## src/wmlb_pkg.sv

```systemverilog
// Shared types and constants of the weighted map load balancer.
package wmlb_pkg;

  localparam int CMD_W   = 2;
  localparam int IDX_W   = 4;
  localparam int WGT_W   = 9;
  localparam int MASK_W  = 16;
  localparam int AVOID_W = 5;
  localparam int HASH_W  = 32;
  localparam int SRV_W   = 4;
  localparam int LEN_W   = 13;

  typedef enum logic [CMD_W-1:0] {
    CMD_SET       = 2'd0,
    CMD_REBUILD   = 2'd1,
    CMD_RR_PICK   = 2'd2,
    CMD_HASH_PICK = 2'd3
  } cmd_t;

  typedef struct packed {
    logic load_item;
    logic set_entry;
    logic res_clear;
    logic sum_clear;
    logic sum_step;
    logic prep;
    logic scan_step;
    logic slot_commit;
    logic rr_start;
    logic rr_read;
    logic rr_check;
    logic div_start;
    logic div_step;
    logic hash_read;
    logic res_hash;
    logic out_load;
  } dp_cmd_t;

  typedef struct packed {
    cmd_t cmd_code;
    logic total_zero;
    logic sum_last;
    logic none_eligible;
    logic scan_last;
    logic slot_last;
    logic rr_stop;
    logic div_last;
    logic out_free;
  } dp_status_t;

endpackage

```

## src/wmlb_ctrl.sv

```systemverilog
// Controller: sequences set, rebuild, round-robin and hash commands.
module wmlb_ctrl (
  input  logic                 clk,
  input  logic                 rst,
  input  logic                 in_valid,
  output logic                 in_ready,
  input  wmlb_pkg::dp_status_t status,
  output wmlb_pkg::dp_cmd_t    cmd
);

  typedef enum logic [11:0] {
    S_IDLE      = 12'b000000000001,
    S_DISPATCH  = 12'b000000000010,
    S_SUM       = 12'b000000000100,
    S_PREP      = 12'b000000001000,
    S_SCAN      = 12'b000000010000,
    S_SLOT_END  = 12'b000000100000,
    S_RR_READ   = 12'b000001000000,
    S_RR_CHECK  = 12'b000010000000,
    S_DIV       = 12'b000100000000,
    S_HASH_READ = 12'b001000000000,
    S_HASH_DATA = 12'b010000000000,
    S_FINISH    = 12'b100000000000
  } state_t;

  state_t state, state_next;

  always_ff @(posedge clk) begin
    if (rst) begin
      state <= S_IDLE;
    end else begin
      state <= state_next;
    end
  end

  always_comb begin
    cmd        = '0;
    state_next = state;
    in_ready   = 1'b0;
    unique case (state)
      S_IDLE: begin
        in_ready = 1'b1;
        if (in_valid) begin
          cmd.load_item = 1'b1;
          state_next    = S_DISPATCH;
        end
      end
      S_DISPATCH: begin
        cmd.res_clear = 1'b1;
        unique case (status.cmd_code)
          wmlb_pkg::CMD_SET: begin
            cmd.set_entry = 1'b1;
            state_next    = S_FINISH;
          end
          wmlb_pkg::CMD_REBUILD: begin
            cmd.sum_clear = 1'b1;
            state_next    = S_SUM;
          end
          wmlb_pkg::CMD_RR_PICK: begin
            cmd.rr_start = 1'b1;
            state_next   = status.total_zero ? S_FINISH : S_RR_READ;
          end
          wmlb_pkg::CMD_HASH_PICK: begin
            cmd.div_start = 1'b1;
            state_next    = status.total_zero ? S_FINISH : S_DIV;
          end
          default: state_next = S_FINISH;
        endcase
      end
      S_SUM: begin
        cmd.sum_step = 1'b1;
        if (status.sum_last) state_next = S_PREP;
      end
      S_PREP: begin
        cmd.prep   = 1'b1;
        state_next = status.none_eligible ? S_FINISH : S_SCAN;
      end
      S_SCAN: begin
        cmd.scan_step = 1'b1;
        if (status.scan_last) state_next = S_SLOT_END;
      end
      S_SLOT_END: begin
        cmd.slot_commit = 1'b1;
        state_next      = status.slot_last ? S_FINISH : S_SCAN;
      end
      S_RR_READ: begin
        cmd.rr_read = 1'b1;
        state_next  = S_RR_CHECK;
      end
      S_RR_CHECK: begin
        cmd.rr_check = 1'b1;
        state_next   = status.rr_stop ? S_FINISH : S_RR_READ;
      end
      S_DIV: begin
        cmd.div_step = 1'b1;
        if (status.div_last) state_next = S_HASH_READ;
      end
      S_HASH_READ: begin
        cmd.hash_read = 1'b1;
        state_next    = S_HASH_DATA;
      end
      S_HASH_DATA: begin
        cmd.res_hash = 1'b1;
        state_next   = S_FINISH;
      end
      S_FINISH: begin
        if (status.out_free) begin
          cmd.out_load = 1'b1;
          state_next   = S_IDLE;
        end
      end
      default: state_next = S_IDLE;
    endcase
  end

endmodule

```

## config.mk

```make
export PLATFORM = sky130hd
export DESIGN_NAME = wmlb_ctrl
export DESIGN_NICKNAME = d
export VERILOG_FILES = /design/src/wmlb_pkg.sv /design/src/wmlb_ctrl.sv
export SDC_FILE = /design/constraint.sdc
export NUM_CORES = 1
export LEC_CHECK = 0
export ABC_CLOCK_PERIOD_IN_PS = 2400
export BUFFER_PORTS_ARGS = -buffer_cell sky130_fd_sc_hd__buf_2
export CAP_MARGIN = 10
export CORE_UTILIZATION = 41
export CTS_BUF_LIST = sky130_fd_sc_hd__clkbuf_4 sky130_fd_sc_hd__clkbuf_8
export DETAILED_ROUTE_END_ITERATION = 12
export GPL_TIMING_DRIVEN = 0
export HOLD_SLACK_MARGIN = 0.12
export PLACE_DENSITY = 0.72
export REMOVE_ABC_BUFFERS = 1
export SYNTH_ARGS = -nofsm -noshare
export SYNTH_HDL_FRONTEND = slang
export SYNTH_SLANG_ARGS = --single-unit
export TNS_END_PERCENT = 20
```

## constraint.sdc

```tcl
create_clock -name clk -period 2.4 [get_ports clk]
set_input_delay 0.36 -clock clk [delete_from_list [all_inputs] [get_ports clk]]
set_output_delay 0.36 -clock clk [all_outputs]
set_load 0.01 [all_outputs]
```

Word-level counts from Yosys, hierarchy flattened
Index checks and enable logic that the tools add are counted.
Widths: inputs -> output; s select.
- logic and storage cells: 56
- bits of input ports: 13
- RAM bits: 0
- bits in latches: 0
- memories kept: 0
- memory bits (read-only): 0
- bits in registers: 12
- bitwise gates (word level): 0
- $mul: 0
- shift operators: 0
- muxes and demuxes: 33
- add/sub/neg operators: 0
- reduce and logical (&&, ||, !) cells: 2
- magnitude comparators: 0
- div/mod/pow operators: 0
- equality and inequality tests: 20
- operators by type and width (kind ; count):
    $pmux 12 s12 ; 1
    $mux 12 ; 10
    $pmux 12 s4 ; 1
    $mux 1 ; 20
    $eq 12x1->1 const B ; 1
    $eq 12x10->1 const B ; 1
    $eq 12x11->1 const B ; 1
    $eq 12x12->1 const B ; 1
    $eq 12x2->1 const B ; 1
    $eq 12x3->1 const B ; 1
    $eq 12x4->1 const B ; 1
    $eq 12x5->1 const B ; 1
    $eq 12x6->1 const B ; 1
    $eq 12x7->1 const B ; 1
    $eq 12x8->1 const B ; 1
    $eq 12x9->1 const B ; 1
    $ne 2x2->1 const B ; 5
    $reduce_and 5->1 ; 1
    $eq 2x2->1 const B ; 2
    $mux 3 ; 1
    $eq 2x1->1 const B ; 1
    $logic_not 2->1 ; 1

Longest topological paths before layout
- depth after elaboration: 3
- gate-level depth with buffers: 6
- depth with buffers taken out: 5

Worst setup path before layout
OpenSTA, ideal clock, no wires.
- path type: flip-flop to output port
- start point: reg state[2]
- end point: out cmd[4] (netlist bit)
- arrival: 1.717 ns
- buffers on the path: 0
- setup slack: 0.323 ns
- data required time: 2.040 ns
- stages on the path, launching flop included: 4
- cell sequence: dfxtp_1 -> or4b_2 -> nor3_1 -> and3_1
- RTL lines (item ; line ; RTL):
    start: declaration ; wmlb_ctrl.sv:26 ; state_t state, state_next;
    start signal: assignment ; wmlb_ctrl.sv:32 ; state <= state_next;
    end: declaration ; wmlb_ctrl.sv:8 ; output wmlb_pkg::dp_cmd_t cmd

==> results.cfg <==
[yosys]
yosys.area.top_type = dfxtp_1
ys_seq_area_share_pct = 27.4
ys_warn_count = 0
synthTopCellsByArea = dfxtp_1, nor2_1, nor3_1
syn_area_um2 = 878
syn_inst = 113
ys_seq_elements = 12
syn_area_per_cell_um2 = 7.77
ys_types = 40
synth_top_area_share_pct = 27.4

[setup_path]
cp.required_ns = 2.04
worstPathArrival_ns = 2.01
crit_buf_inv = 2
crit_path_top_delay_cell = or4_4
cp-start-kind = flip-flop
cp_top_family = simple AND/OR/NAND/NOR gates
max_stage_delay_ns = 0.54
path_cells = or4_4 -> or3_4 -> or2_4 -> inv_2 -> buf_6
endpoint_kind = output port
cp_max_fo = 5
path_class = reg -> out

[global_route]
grt_use_total_pct = 21.1
met2_usage_pct = 31.2
use_met3_pct = 5.19
top_usage_layer = met2
grt-ovfl-total = 0
grt_pass1_vias = 742
gr-usage-met1_pct = 28.2
grt_start_max_net_pins = 13
antenna_found_initial = 0
grt_pass1_wl_um = 3260

[power]
netSwitchingFraction_pct = 34.9
p_total_mw = 0.635
power_leakage_nw = 0.566
power_density_mw_per_mm2 = 535
p_clk_share_pct = 26.4
p_comb_share_pct = 36.4
pwr-share-seq_pct = 37.2
netSwitchingPower_mw = 0.221
peakVddDrop_mv = 0.377
intPower_mw = 0.413

[die]
initial_core_util_pct = 44.3
core-area_mm2 = 0.00198
fp.dieH_um = 48.3
die_w_um = 48.3
io_pins = 30
placementRows = 16
die-area_mm2 = 0.00233

[timing]
fmax_mhz = 422
drv_slew = 0
min_period_ns = 2.37
finClkSkew_ns = 0.00641
setup_viol = 0
hold_violations = 0
worst_pin_slew_ns = 0.405
rsz0062_at_grt = true
fin_ws_ns = 0.0331
slew_headroom_pct = 72.8
finalCritPeriodShare_pct = 98.6

[route]
first_pass_iters = 4
avgRoutedWirePerCell_um = 13.9
ant_nets = 0
vias = 967
drc = 0
viasPerCell = 5.56
drt-initial-drc-count = 21
wl_um = 2410

[placement]
gp_congestion = 0.837
io_buffer_count = 29
placed_area_mm2 = 0.00102
place_hpwl_um = 1680
post-place-ws_ns = 0.0330

[worst_hold_path]
hold_class = in -> reg

[clock_network]
clk_pin_slew_worst_paths_ns = 0.07
cts_made_buffers = 3
cts_hold_buf = 0
cts_tree = done
clk_latency_ns = 0.29
clockBufferDepth = 2
clkSinkCount = 12
htree_levels = 1
root_buffer = clkbuf_4

[status]
status = complete, no violations

[cells_and_area]
regMostFlops = state
largest_reg_flops = 12
final_cell_mix = buf_2, nor2_1, inv_1, buf_4, dfxtp_1
nNetsFinal = 161
fin_util_pct = 59.8
final_common_cell = buf_2
reg_top3 = state x12
layout-drive-gt1-share_pct = 42.9
design_area_mm2 = 0.00118
n_antenna_cell = 0
area_growth_syn_to_layout_pct = 34.9

[flow_run]
drv_cap = 0
layer usage:
layer	routed length (um)	up-vias
met5	0	-
met4	32	0
met3	115	3
met2	1090	32
met1	1180	444
li1	-	488
power groups by stage:
stage / combinational (mW) / clock (mW) / sequential (mW)
floorplan: 0.157 / 0 / 0.232
global placement: 0.210 / 0 / 0.237
detailed placement: 0.215 / 0 / 0.238
CTS: 0.223 / 0.170 / 0.236
global route: 0.256 / 0.184 / 0.238
finish: 0.231 / 0.167 / 0.236
final timing paths:
| path | startpoint | end | slack [ns] | cells after the start |
|---|---|---|---|---|
| max reg2reg | state[0]$_SDFFE_PP1P_ | state[0]$_SDFFE_PP1P_ | 0.33 | 5 |
| min reg2reg | state[6]$_SDFFE_PP0P_ | state[7]$_SDFFE_PP0P_ | 0.60 | 2 |
| min | rst | state[10]$_SDFFE_PP0P_ | 0.37 | 2 |
| max | state[4]$_SDFFE_PP0P_ | cmd[11] | 0.03 | 5 |
final cells by class:
| class | count | area [um^2] |
|---|---|---|
| clock buffers | 4 | 36.3 |
| fillers | 171 | 797 |
| inverters | 9 | 33.8 |
| multi-input cells | 85 | 613 |
| flip-flops and latches | 12 | 256 |
| well taps | 27 | 33.8 |
| repair buffers | 37 | 211 |
through the flow:
step | TNS, ns | cells | hold WS, ns
global placement | 0 | 162 | 0.554
floorplan | 0 | 106 | 0.429
finish | 0 | 174 | 0.370
global route | -0.0923 | 174 | 0.393
CTS | -0.167 | 166 | 0.370
detailed placement | 0 | 162 | 0.557
logic make-up (layout without fill, tap and decap cells):
kind of cell,Yosys count,count (layout),synth area share (%)
DFF,12,12,27.4
AOI/OAI and AO/OA,20,20,17.7
xor gates and xnor gates,3,3,2.99
and+or+nand+nor,61,61,43.0
buffers and inverters,16,50,7.83
muxes,1,1,1.14
timing repair:
| action | CTS | global route |
|---|---|---|
| buffers inserted | 0 | 8 |
| resized for setup | 10 | 8 |
| endpoints found under the hold margin | 0 | 0 |
| setup endpoints to repair | 11 | 9 |
| pin swaps | 0 | 4 |
| gates cloned | 0 | 0 |
synth_stat cells:
| library cell | count |
|---|---|
| nor2b_1 | 2 |
| a2111o_1 | 1 |
| o2111ai_1 | 2 |
| xor2_1 | 3 |
| a211o_2 | 1 |
| a21oi_1 | 4 |
| nor3b_4 | 1 |
| nand4_1 | 2 |
| a221oi_1 | 3 |
| nand3_1 | 3 |
| o32a_1 | 1 |
| o211ai_1 | 1 |
| and3_1 | 2 |
| nor2_1 | 16 |
| and2_1 | 1 |
| o21ai_0 | 4 |
| or2_2 | 2 |
| clkbuf_2 | 1 |
| or4b_2 | 2 |
| nor4_1 | 4 |
| buf_6 | 1 |
| nor3_1 | 7 |
| mux2i_1 | 1 |
| o221ai_2 | 1 |
| or4_4 | 1 |
| a22oi_1 | 1 |
| nor4b_1 | 2 |
| o21ba_2 | 1 |
| nand3b_1 | 1 |
| or4_1 | 1 |
| inv_1 | 9 |
| nor3b_1 | 4 |
| or2_1 | 1 |
| nor4_2 | 2 |
| nand2b_1 | 2 |
| dfxtp_1 | 12 |
| nand2_1 | 3 |
| or3_4 | 1 |
| clkbuf_1 | 5 |
| or2b_1 | 1 |
No activity file was read; power rests on OpenSTA's default activity.
